`src/sv/slir_pkg.sv`:
```
// ----------------------------------------------------------------------------
// slir_pkg: shared types and constants of the sorted list.
// Holds the entry width, the result count width, the action codes and the
// command word that the list control broadcasts to every cell.
// ----------------------------------------------------------------------------
package slir_pkg;

  // Width of one held entry and of the reported count.
  localparam int DataW  = 32;
  localparam int CountW = 4;

  // Action codes of an input beat.
  localparam logic ActInsert = 1'b0;
  localparam logic ActRemove = 1'b1;

  typedef logic signed [DataW-1:0] data_t;

  // Command broadcast to all cells for one accepted beat.
  typedef struct packed {
    logic  ins;    // insert that succeeds (list not full)
    logic  rem;    // remove that succeeds (value present)
    data_t value;  // operand of the beat
  } cell_cmd_t;

endpackage

```
`src/sv/slir_in_if.sv`:
```
// ----------------------------------------------------------------------------
// slir_in_if: request channel of the sorted list.
// Carries the action and the operand value under a valid/ready handshake.
// ----------------------------------------------------------------------------
interface slir_in_if
  import slir_pkg::*;
();

  logic  valid;
  logic  ready;
  logic  action;
  data_t value;

  modport source (output valid, output action, output value, input ready);
  modport sink   (input valid, input action, input value, output ready);

endinterface

```
`src/sv/slir_out_if.sv`:
```
// ----------------------------------------------------------------------------
// slir_out_if: result channel of the sorted list.
// Carries the status of one operation under a valid/ready handshake.
// ----------------------------------------------------------------------------
interface slir_out_if
  import slir_pkg::*;
();

  logic              valid;
  logic              ready;
  logic              ok;
  logic [CountW-1:0] count;
  data_t             smallest;
  logic              is_empty;
  logic              is_full;

  modport source (output valid, output ok, output count, output smallest,
                  output is_empty, output is_full, input ready);
  modport sink   (input valid, input ok, input count, input smallest,
                  input is_empty, input is_full, output ready);

endinterface

```
`src/sv/slir_cell.sv`:
```
// ----------------------------------------------------------------------------
// slir_cell: one position of the sorted list.
// Holds one entry, compares it with the broadcast operand and, on an insert
// or remove, takes the operand or a neighbor's entry so the row stays sorted.
// ----------------------------------------------------------------------------
module slir_cell
  import slir_pkg::*;
(
  input  logic      clk_i,
  input  cell_cmd_t cmd_i,
  input  logic      valid_i,     // this position holds an entry
  input  logic      left_le_i,   // every entry to the left is <= operand
  input  data_t     left_val_i,  // entry of the left neighbor
  input  data_t     right_val_i, // entry of the right neighbor
  output logic      le_o,        // this entry and all to the left are <= operand
  output logic      eq_o,        // this entry equals the operand
  output data_t     value_o
);

  data_t value_q, value_d;
  logic  lt;

  // Compare against the broadcast operand; invalid positions never match.
  assign le_o = valid_i && (value_q <= cmd_i.value);
  assign lt   = valid_i && (value_q < cmd_i.value);
  assign eq_o = valid_i && (value_q == cmd_i.value);

  // Insert: positions past the slot shift right, the slot takes the operand.
  // Remove: the matching entry and all after it shift left.
  always_comb begin
    value_d = value_q;
    if (cmd_i.ins) begin
      if (le_o) begin
        value_d = value_q;
      end else if (left_le_i) begin
        value_d = cmd_i.value;
      end else begin
        value_d = left_val_i;
      end
    end else if (cmd_i.rem && !lt) begin
      value_d = right_val_i;
    end
  end

  always_ff @(posedge clk_i) begin
    value_q <= value_d;
  end

  assign value_o = value_q;

endmodule

```
`src/sv/sorted_list_insert_remove.sv`:
```
// ----------------------------------------------------------------------------
// sorted_list_insert_remove: bounded ascending list of signed 32-bit values.
//
// Each request beat on req_i carries an action (insert or remove) and a
// value. An insert places the value after every equal or smaller entry and
// fails on a full list. A remove deletes the first equal entry and fails on
// an empty list or an absent value. Every request yields exactly one result
// beat on rsp_o with the success flag, the count after the operation, the
// smallest entry (0 when empty) and empty and full flags.
// The list is a row of CAPACITY cells that all compare against the operand
// and shift toward or away from the slot in the same clock edge, so the list
// updates at the edge that accepts the request. The result is valid in the
// cycle after acceptance; one request is taken per cycle while results drain.
// When rsp_o stalls, the result holds and req_i is not ready until the
// result is taken. Reset empties the list and drops any pending result; the
// cell contents are not cleared, since only held positions are ever read.
// ----------------------------------------------------------------------------
module sorted_list_insert_remove
  import slir_pkg::*;
#(
  parameter int CAPACITY = 8
) (
  input  logic clk_i,
  input  logic rst_ni,
  slir_in_if.sink    req_i,
  slir_out_if.source rsp_o
);

  localparam int FillW = $clog2(CAPACITY + 1);

  logic [FillW-1:0] fill_q, fill_d;
  logic             rsp_valid_q;
  logic             ok_q;

  logic             accept;
  logic             full, empty, found;
  logic             ins_ok, rem_ok;
  cell_cmd_t        cmd;

  data_t            cell_val [CAPACITY];
  logic [CAPACITY-1:0] cell_le;
  logic [CAPACITY-1:0] cell_eq;
  logic [CAPACITY-1:0] cell_valid;

  // Handshake: a new request enters when the result register is free or drains.
  assign req_i.ready = !rsp_valid_q || rsp_o.ready;
  assign accept      = req_i.valid && req_i.ready;

  assign full  = (fill_q == FillW'(CAPACITY));
  assign empty = (fill_q == '0);
  assign found = |cell_eq;

  assign ins_ok = accept && (req_i.action == ActInsert) && !full;
  assign rem_ok = accept && (req_i.action == ActRemove) && found;

  assign cmd.ins   = ins_ok;
  assign cmd.rem   = rem_ok;
  assign cmd.value = req_i.value;

  // Row of cells; each sees its neighbors' entries and the left compare flag.
  for (genvar i = 0; i < CAPACITY; i++) begin : g_cell
    logic  left_le;
    data_t left_val;
    data_t right_val;

    assign cell_valid[i] = (fill_q > FillW'(i));

    if (i == 0) begin : g_first
      assign left_le  = 1'b1;
      assign left_val = cell_val[i];
    end else begin : g_mid
      assign left_le  = cell_le[i-1];
      assign left_val = cell_val[i-1];
    end

    if (i == CAPACITY - 1) begin : g_last
      assign right_val = cell_val[i];
    end else begin : g_inner
      assign right_val = cell_val[i+1];
    end

    slir_cell u_cell (
      .clk_i       (clk_i),
      .cmd_i       (cmd),
      .valid_i     (cell_valid[i]),
      .left_le_i   (left_le),
      .left_val_i  (left_val),
      .right_val_i (right_val),
      .le_o        (cell_le[i]),
      .eq_o        (cell_eq[i]),
      .value_o     (cell_val[i])
    );
  end

  // Fill count follows the successful operations.
  always_comb begin
    fill_d = fill_q;
    if (ins_ok) begin
      fill_d = fill_q + FillW'(1);
    end else if (rem_ok) begin
      fill_d = fill_q - FillW'(1);
    end
  end

  always_ff @(posedge clk_i or negedge rst_ni) begin
    if (!rst_ni) begin
      fill_q      <= '0;
      rsp_valid_q <= 1'b0;
    end else begin
      fill_q <= fill_d;
      if (accept) begin
        rsp_valid_q <= 1'b1;
      end else if (rsp_o.ready) begin
        rsp_valid_q <= 1'b0;
      end
    end
  end

  // Success flag of the last accepted beat.
  always_ff @(posedge clk_i) begin
    if (accept) begin
      ok_q <= ins_ok || rem_ok;
    end
  end

  // The list only changes on acceptance, so the status reads the live state.
  assign rsp_o.valid    = rsp_valid_q;
  assign rsp_o.ok       = ok_q;
  assign rsp_o.count    = CountW'(fill_q);
  assign rsp_o.smallest = empty ? '0 : cell_val[0];
  assign rsp_o.is_empty = empty;
  assign rsp_o.is_full  = full;

`ifndef SYNTH
  a_fill_bound: assert property (@(posedge clk_i) disable iff (!rst_ni)
    fill_q <= FillW'(CAPACITY))
    else $error("fill count exceeds capacity");

  a_ins_grows: assert property (@(posedge clk_i) disable iff (!rst_ni)
    ins_ok |=> fill_q == $past(fill_q) + FillW'(1))
    else $error("successful insert did not grow the list");

  a_fail_keeps: assert property (@(posedge clk_i) disable iff (!rst_ni)
    (accept && !ins_ok && !rem_ok) |=> $stable(fill_q))
    else $error("failed operation changed the fill count");

  a_rsp_follows: assert property (@(posedge clk_i) disable iff (!rst_ni)
    accept |=> rsp_valid_q && (ok_q == $past(ins_ok || rem_ok)))
    else $error("result beat missing after an accepted request");

  a_head_sorted: assert property (@(posedge clk_i) disable iff (!rst_ni)
    (fill_q >= FillW'(2)) |-> (cell_val[0] <= cell_val[1]))
    else $error("list head out of order");
`endif

endmodule

```
`src/flat_wrapper.sv`:
```
// flat-port wrapper written by rule: the top's interface ports become plain ports
module sorted_list_insert_remove_flat import slir_pkg::*;
#(
  parameter int CAPACITY = 8
)
  (clk_i, rst_ni, req_i_valid, req_i_action, req_i_value, req_i_ready, rsp_o_valid, rsp_o_ok, rsp_o_count, rsp_o_smallest, rsp_o_is_empty, rsp_o_is_full, rsp_o_ready);
  slir_in_if req_i_i ();
  slir_out_if rsp_o_i ();
  input  logic clk_i;
  input  logic rst_ni;
  input wire logic [$bits(req_i_i.valid)-1:0] req_i_valid;
  input wire logic [$bits(req_i_i.action)-1:0] req_i_action;
  input wire logic [$bits(req_i_i.value)-1:0] req_i_value;
  output wire logic [$bits(req_i_i.ready)-1:0] req_i_ready;
  output wire logic [$bits(rsp_o_i.valid)-1:0] rsp_o_valid;
  output wire logic [$bits(rsp_o_i.ok)-1:0] rsp_o_ok;
  output wire logic [$bits(rsp_o_i.count)-1:0] rsp_o_count;
  output wire logic [$bits(rsp_o_i.smallest)-1:0] rsp_o_smallest;
  output wire logic [$bits(rsp_o_i.is_empty)-1:0] rsp_o_is_empty;
  output wire logic [$bits(rsp_o_i.is_full)-1:0] rsp_o_is_full;
  input wire logic [$bits(rsp_o_i.ready)-1:0] rsp_o_ready;
  assign req_i_i.valid = req_i_valid;
  assign req_i_i.action = req_i_action;
  assign req_i_i.value = req_i_value;
  assign req_i_ready = req_i_i.ready;
  assign rsp_o_valid = rsp_o_i.valid;
  assign rsp_o_ok = rsp_o_i.ok;
  assign rsp_o_count = rsp_o_i.count;
  assign rsp_o_smallest = rsp_o_i.smallest;
  assign rsp_o_is_empty = rsp_o_i.is_empty;
  assign rsp_o_is_full = rsp_o_i.is_full;
  assign rsp_o_i.ready = rsp_o_ready;
  sorted_list_insert_remove #(.CAPACITY(CAPACITY)) u_core (.clk_i(clk_i), .rst_ni(rst_ni), .req_i(req_i_i), .rsp_o(rsp_o_i));
endmodule
```
`config.mk`:
```
export PLATFORM = sky130hd
export DESIGN_NAME = sorted_list_insert_remove_flat
export DESIGN_NICKNAME = d
export VERILOG_FILES = /design/src/sv/slir_pkg.sv /design/src/sv/slir_in_if.sv /design/src/sv/slir_out_if.sv /design/src/sv/slir_cell.sv /design/src/sv/sorted_list_insert_remove.sv /design/src/flat_wrapper.sv
export SDC_FILE = /design/constraint.sdc
export NUM_CORES = 1
export LEC_CHECK = 0
export BUFFER_PORTS_ARGS = -buffer_cell sky130_fd_sc_hd__buf_2
export CAP_MARGIN = 20
export CORE_MARGIN = 2
export CORE_UTILIZATION = 28
export DETAILED_ROUTE_END_ITERATION = 10
export PLACE_DENSITY_LB_ADDON = 0.25
export SKIP_LAST_GASP = 1
export SYNTH_ARGS = -nofsm -noshare
export SYNTH_HDL_FRONTEND = slang
export SYNTH_HIERARCHICAL = 1
export SYNTH_SLANG_ARGS = --single-unit
```
`constraint.sdc`:
```
create_clock -name clk_i -period 4.7 [get_ports clk_i]
set_input_delay 1.41 -clock clk_i [delete_from_list [all_inputs] [get_ports clk_i]]
set_output_delay 1.41 -clock clk_i [all_outputs]
set_load 0.02 [all_outputs]
```
* After elaboration in Yosys (flattened, before gate mapping)
Index checks and enable logic that the tools add are counted.
** Word-level totals
- Register bits after elaboration :: 262
** Operators by class
- Order comparisons :: 23
- Reductions and logical operators :: 65
- Equal/unequal tests :: 16
- Multiplexer cells :: 33
- $add $sub $neg :: 2
- Bitwise logic cells :: 2
** Operators with widths (count)
- $mux W32 :: 29
- $eq A32 B32 Y1 :: 8
- $le A32 B32 Y1 :: 8
- $lt A32 B32 Y1 :: 7
- $logic_and A1 B1 Y1 :: 35
- $reduce_bool A2 Y1 :: 9
- $gt A4 B3 Y1 const B :: 4
- $reduce_and A2 Y1 :: 8
- $ne A2 B2 Y1 const B :: 7
- $logic_not A1 Y1 :: 9
- $gt A4 B1 Y1 const B :: 2
- $gt A4 B2 Y1 const B :: 2
- $mux W4 :: 2
- $reduce_or A8 Y1 :: 1
- $add A4 B1 Y4 const B :: 1
- $eq A4 B4 Y1 const B :: 1
- $logic_not A4 Y1 :: 1
- $sub A4 B1 Y4 const B :: 1
- $logic_or A1 B1 Y1 :: 2
- $mux W1 :: 2
- $not A1 Y1 :: 2

* Logic depth before layout (Yosys ltp)
- Depth after elaboration :: 8
- Gate-level depth with buffers :: 12

* Cells and area by module
The synthesis kept the hierarchy.
** By module, submodules not included
- slir_cell :: area each 2464.9 um2, sequential area each 960.9 um2, cells an instance 256, times used 8
- sorted_list_insert_remove :: area each 745.7 um2, sequential area each 155.1 um2, cells an instance 98, times used 1

* Worst setup path before layout
OpenSTA, ideal clock, no wires.
- Path kind :: input to register
- From :: input req_i_value[31]
- To :: register u_core.g_cell[0].u_cell.value_q[0] (enable)
- Data arrival time :: 4.076 ns
- Path slack :: 0.232 ns
- Stages :: 12
- Cell sequence :: inv_1 > ha_1 > nand4_1 > nor4_2 > and4_1 > and4_1 > nor4_1 > nand2_1 > and3_1 > nor2_1 > a21oi_1 > and3_1
** On the way
- Cells in the longest elaborated chain, start to end :: 7
- Elaborated cells on any way between the ends :: 27
- Those cells by class :: 2 x order compare; 9 x eq/ne; 16 x reduce/logical
** RTL lines
- start: declaration :: RTL line flat_wrapper.sv:13 : input wire logic [$bits(req_i_i.value)-1:0] req_i_value;
- $eq A32 B32 Y1 :: RTL line slir_cell.sv:26 : assign eq_o = valid_i && (value_q == cmd_i.value);
- $logic_and A1 B1 Y1 :: RTL line slir_cell.sv:26
- net u_core.cell_eq[1] :: RTL line sorted_list_insert_remove.sv:42 : logic [CAPACITY-1:0] cell_eq;
- $reduce_or A8 Y1 :: RTL line sorted_list_insert_remove.sv:51 : assign found = |cell_eq;
- $logic_and A1 B1 Y1 :: RTL line sorted_list_insert_remove.sv:54 : assign rem_ok = accept && (req_i.action == ActRemove) && found;
- net u_core.rem_ok :: RTL line sorted_list_insert_remove.sv:37 : logic ins_ok, rem_ok;
- $logic_and A1 B1 Y1 :: RTL line slir_cell.sv:40 : end else if (cmd_i.rem && !lt) begin
- $reduce_bool A2 Y1 (no line)
- $reduce_and A2 Y1 (no line)
- end signal: assignment :: RTL line slir_cell.sv:46 : value_q <= value_d;
- end: declaration :: RTL line slir_cell.sv:20 : data_t value_q, value_d;
The timed path passes the listed nets, and every way through them passes these cells.
A chain may end at the register's enable or synchronous reset.

* Worst setup path in the final report
- From :: input req_i_value[27]
- To :: register u_core.g_cell[6].u_cell.value_q[29] (enable)
** On the way
- Cells in the longest elaborated chain, start to end :: 7
- Elaborated cells on any way between the ends :: 27
- Those cells by class :: 2 x order compare; 9 x eq/ne; 16 x reduce/logical
** RTL lines (RTL line)
- $eq A32 B32 Y1 :: slir_cell.sv:26
- $logic_and A1 B1 Y1 :: slir_cell.sv:26
- net u_core.cell_eq[0] :: sorted_list_insert_remove.sv:42
- $reduce_or A8 Y1 :: sorted_list_insert_remove.sv:51
- $logic_and A1 B1 Y1 :: sorted_list_insert_remove.sv:54
- net u_core.rem_ok :: sorted_list_insert_remove.sv:37
- $logic_and A1 B1 Y1 :: slir_cell.sv:40
- $reduce_bool A2 Y1 (no line)
- $reduce_and A2 Y1 (no line)
- end signal: assignment :: slir_cell.sv:46
- end: declaration :: slir_cell.sv:20
The timed path passes the listed nets, and every way through them passes these cells.

==> run_results.csv <==
group,metric,value,unit
outcome,outcome,"completed",
clock_network,path_clk_slew,50,ps
timing,timing_hold_violations_final,0,
placed_design,hpwl,46600,um
setup_path,cp-start-kind,"input port",
cells_and_area,fin_area,0.0245,mm2
detailed_routing,postRouteAntennaNets,0,
clock_network,postCtsSetupBuffers,0,
placed_design,gp_congestion,0.880,
grt,grt_pass1_wl,93700,um
grt,grt_pass1_vias,16600,
grt,grt_max_degree,103,
timing,setup_viol,0,
pwr,power.density,371,mW/mm2
clock_network,numCtsBuffers,37,
floorplanning,design.portCount,78,
detailed_routing,drc_errors,0,
setup_path,cp.required,4930,ps
synthesis,synth.avg_cell_area,9.54,um2
detailed_routing,drtIter0Drc,1134,
grt,grt_usage,15.8,%
detailed_routing,vias,16300,
synthesis,synth_cells,2145,
synthesis,syn_nets,2442,
timing,period_share,95.0,%
setup_path,ff2ff_path_depth,14,
cells_and_area,syn_to_final_growth,19.6,%
clock_network,cts_max_path_buffers,3,
setup_path,arrival,4700,ps
placed_design,place.port_buffers,77,
cells_and_area,num-nets-final,2635,
floorplanning,placeableCoreArea,0.0726,mm2
clock_network,cts-resized-gates,0,
floorplanning,die_h,274,um
clock_network,clk_latency,560,ps
min_path,hold_path_depth,2,
detailed_routing,drt-pass1-iter-count,5,
clock_network,htree_levels,2,
floorplanning,die_x,274,um
clock_network,cts_tree,"done",
pwr,vdd_drop_max,0.210,mV
timing,tightest_slew,691,ps
synthesis,synth_area,0.0205,mm2
detailed_routing,viasPerCell,4.91,
floorplanning,rows,99,
timing,skew,21.8,ps
timing,rsz0062_at_grt,"no",
timing,max_slew_margin,53.8,%
cells_and_area,final_core_util,33.7,%
clock_network,hold_buffers,0,
floorplanning,dieArea,0.0752,mm2
min_path,hp-class,"flop to flop",
grt,antenna_found_initial,6,
detailed_routing,routedWlPerCell,17.8,um
cells_and_area,fill_cells,7467,
detailed_routing,wl,59400,um
clock_network,clock_sinks,262,
cells_and_area,drive_gt1_share,13.9,%
clock_network,root_buffer,"clkbuf_16",
timing,timing.final.crit_period,4470,ps
pwr,leakagePower,0.0109,uW
setup_path,critPathKind,"input port to flop",
setup_path,worst_setup_path_end_kind,"flop",
placed_design,post_dp_cell_area,0.0234,mm2
timing,drv_slew,0,
floorplanning,start_util,28.2,%
grt,overflow,0,
timing,fmaxAchievable,0.224,GHz
run,cap_violations,0,
setup_path,crit_fanout,32,
synthesis,synth-warning-count,6,
## worst max-delay path: stages
cell and delay, ps:
buf_2 230, inv_1 80, ha_1 320, nand4_1 230
nor4_2 300, buf_4 150, and4_1 220, and4_1 260
nor4_1 80, buf_4 160, nand2_1 90, and3_1 430
nor2_1 80, a21oi_1 160, and3_1 230, buf_12 230
## registers in the layout (all words and copies together) (netlist names)
register,flops
u_core/g_cell.u_cell/value_o,256
u_core/rsp_o.valid,1
u_core/rsp_o.count,4
u_core/rsp_o.ok,1
## power breakdown
part	internal [uW]	switching [uW]
logic	1420	1880
registers	2930	259
clock network	1520	1070
total	5870	3210
## stage by stage
stage	power (uW)	std cells	setup WS [ps]	hold WS, ps	TNS, ps
4_1_cts	9170	3326	282	634	0
6_report	9070	3328	234	629	0
2_1_floorplan	5350	2145	232	584	0
3_3_place_gp	6440	3258	-252	614	-54470
3_5_place_dp	6530	3258	-291	620	-70090
5_1_grt	9610	3328	59.7	654	0
## worst paths after layout
check,from,end,slack [ps]
min in group asynchronous,rst_ni,u_core/rsp_o.valid,680
hold / removal,u_core/g_cell[7].u_cell/value_o[15],u_core/g_cell[6].u_cell/value_o[15],630
setup / recovery,req_i_value[27],u_core/g_cell[6].u_cell/value_o[29],230
max in group asynchronous,rst_ni,u_core/rsp_o.count[1],3870
hold reg to reg,u_core/g_cell[7].u_cell/value_o[15],u_core/g_cell[6].u_cell/value_o[15],630
setup reg to reg,u_core/g_cell[0].u_cell/value_o[27],u_core/g_cell[6].u_cell/value_o[29],940
## routing by layer
layer  GRT usage (%)  vias to the layer above  wire length, um
met1            22.6                     7785            29400
met3            2.32                       81             2570
met2            24.5                      344            26000
met4            4.41                        2             1420
met5               0                        -                7
li1                -                     8123                -
## layout make-up
class | count | area, um2 | area share, %
inverters | 263 | 987 | 4.04
flip-flops and latches | 262 | 7840 | 32.1
clock inverters | 16 | 73.8 | 0.302
well taps | 959 | 1200 | 4.91
clock buffers | 52 | 1020 | 4.19
repair buffers | 250 | 2100 | 8.57
diodes | 2 | 5.00 | 0.0205
multi-input cells | 1524 | 11200 | 45.9
## layout by cell type, fill, tap and decap left out, types with 9 or more instances in the layout
cell,instances
a211oi_1,17
a21o_1,25
a21oi_1,344
and2_1,41
and3_1,9
and4_1,25
buf_12,33
buf_2,77
buf_4,140
clkbuf_1,13
clkbuf_16,39
clkinv_1,11
edfxtp_1,257
ha_1,260
inv_1,263
mux2i_1,257
nand2_1,59
nand3_1,18
nand3b_1,15
nand4_1,33
nor2_1,283
nor2b_1,9
o211ai_1,10
o21ai_0,19
Note: power is estimated with default switching activity, not from simulation.
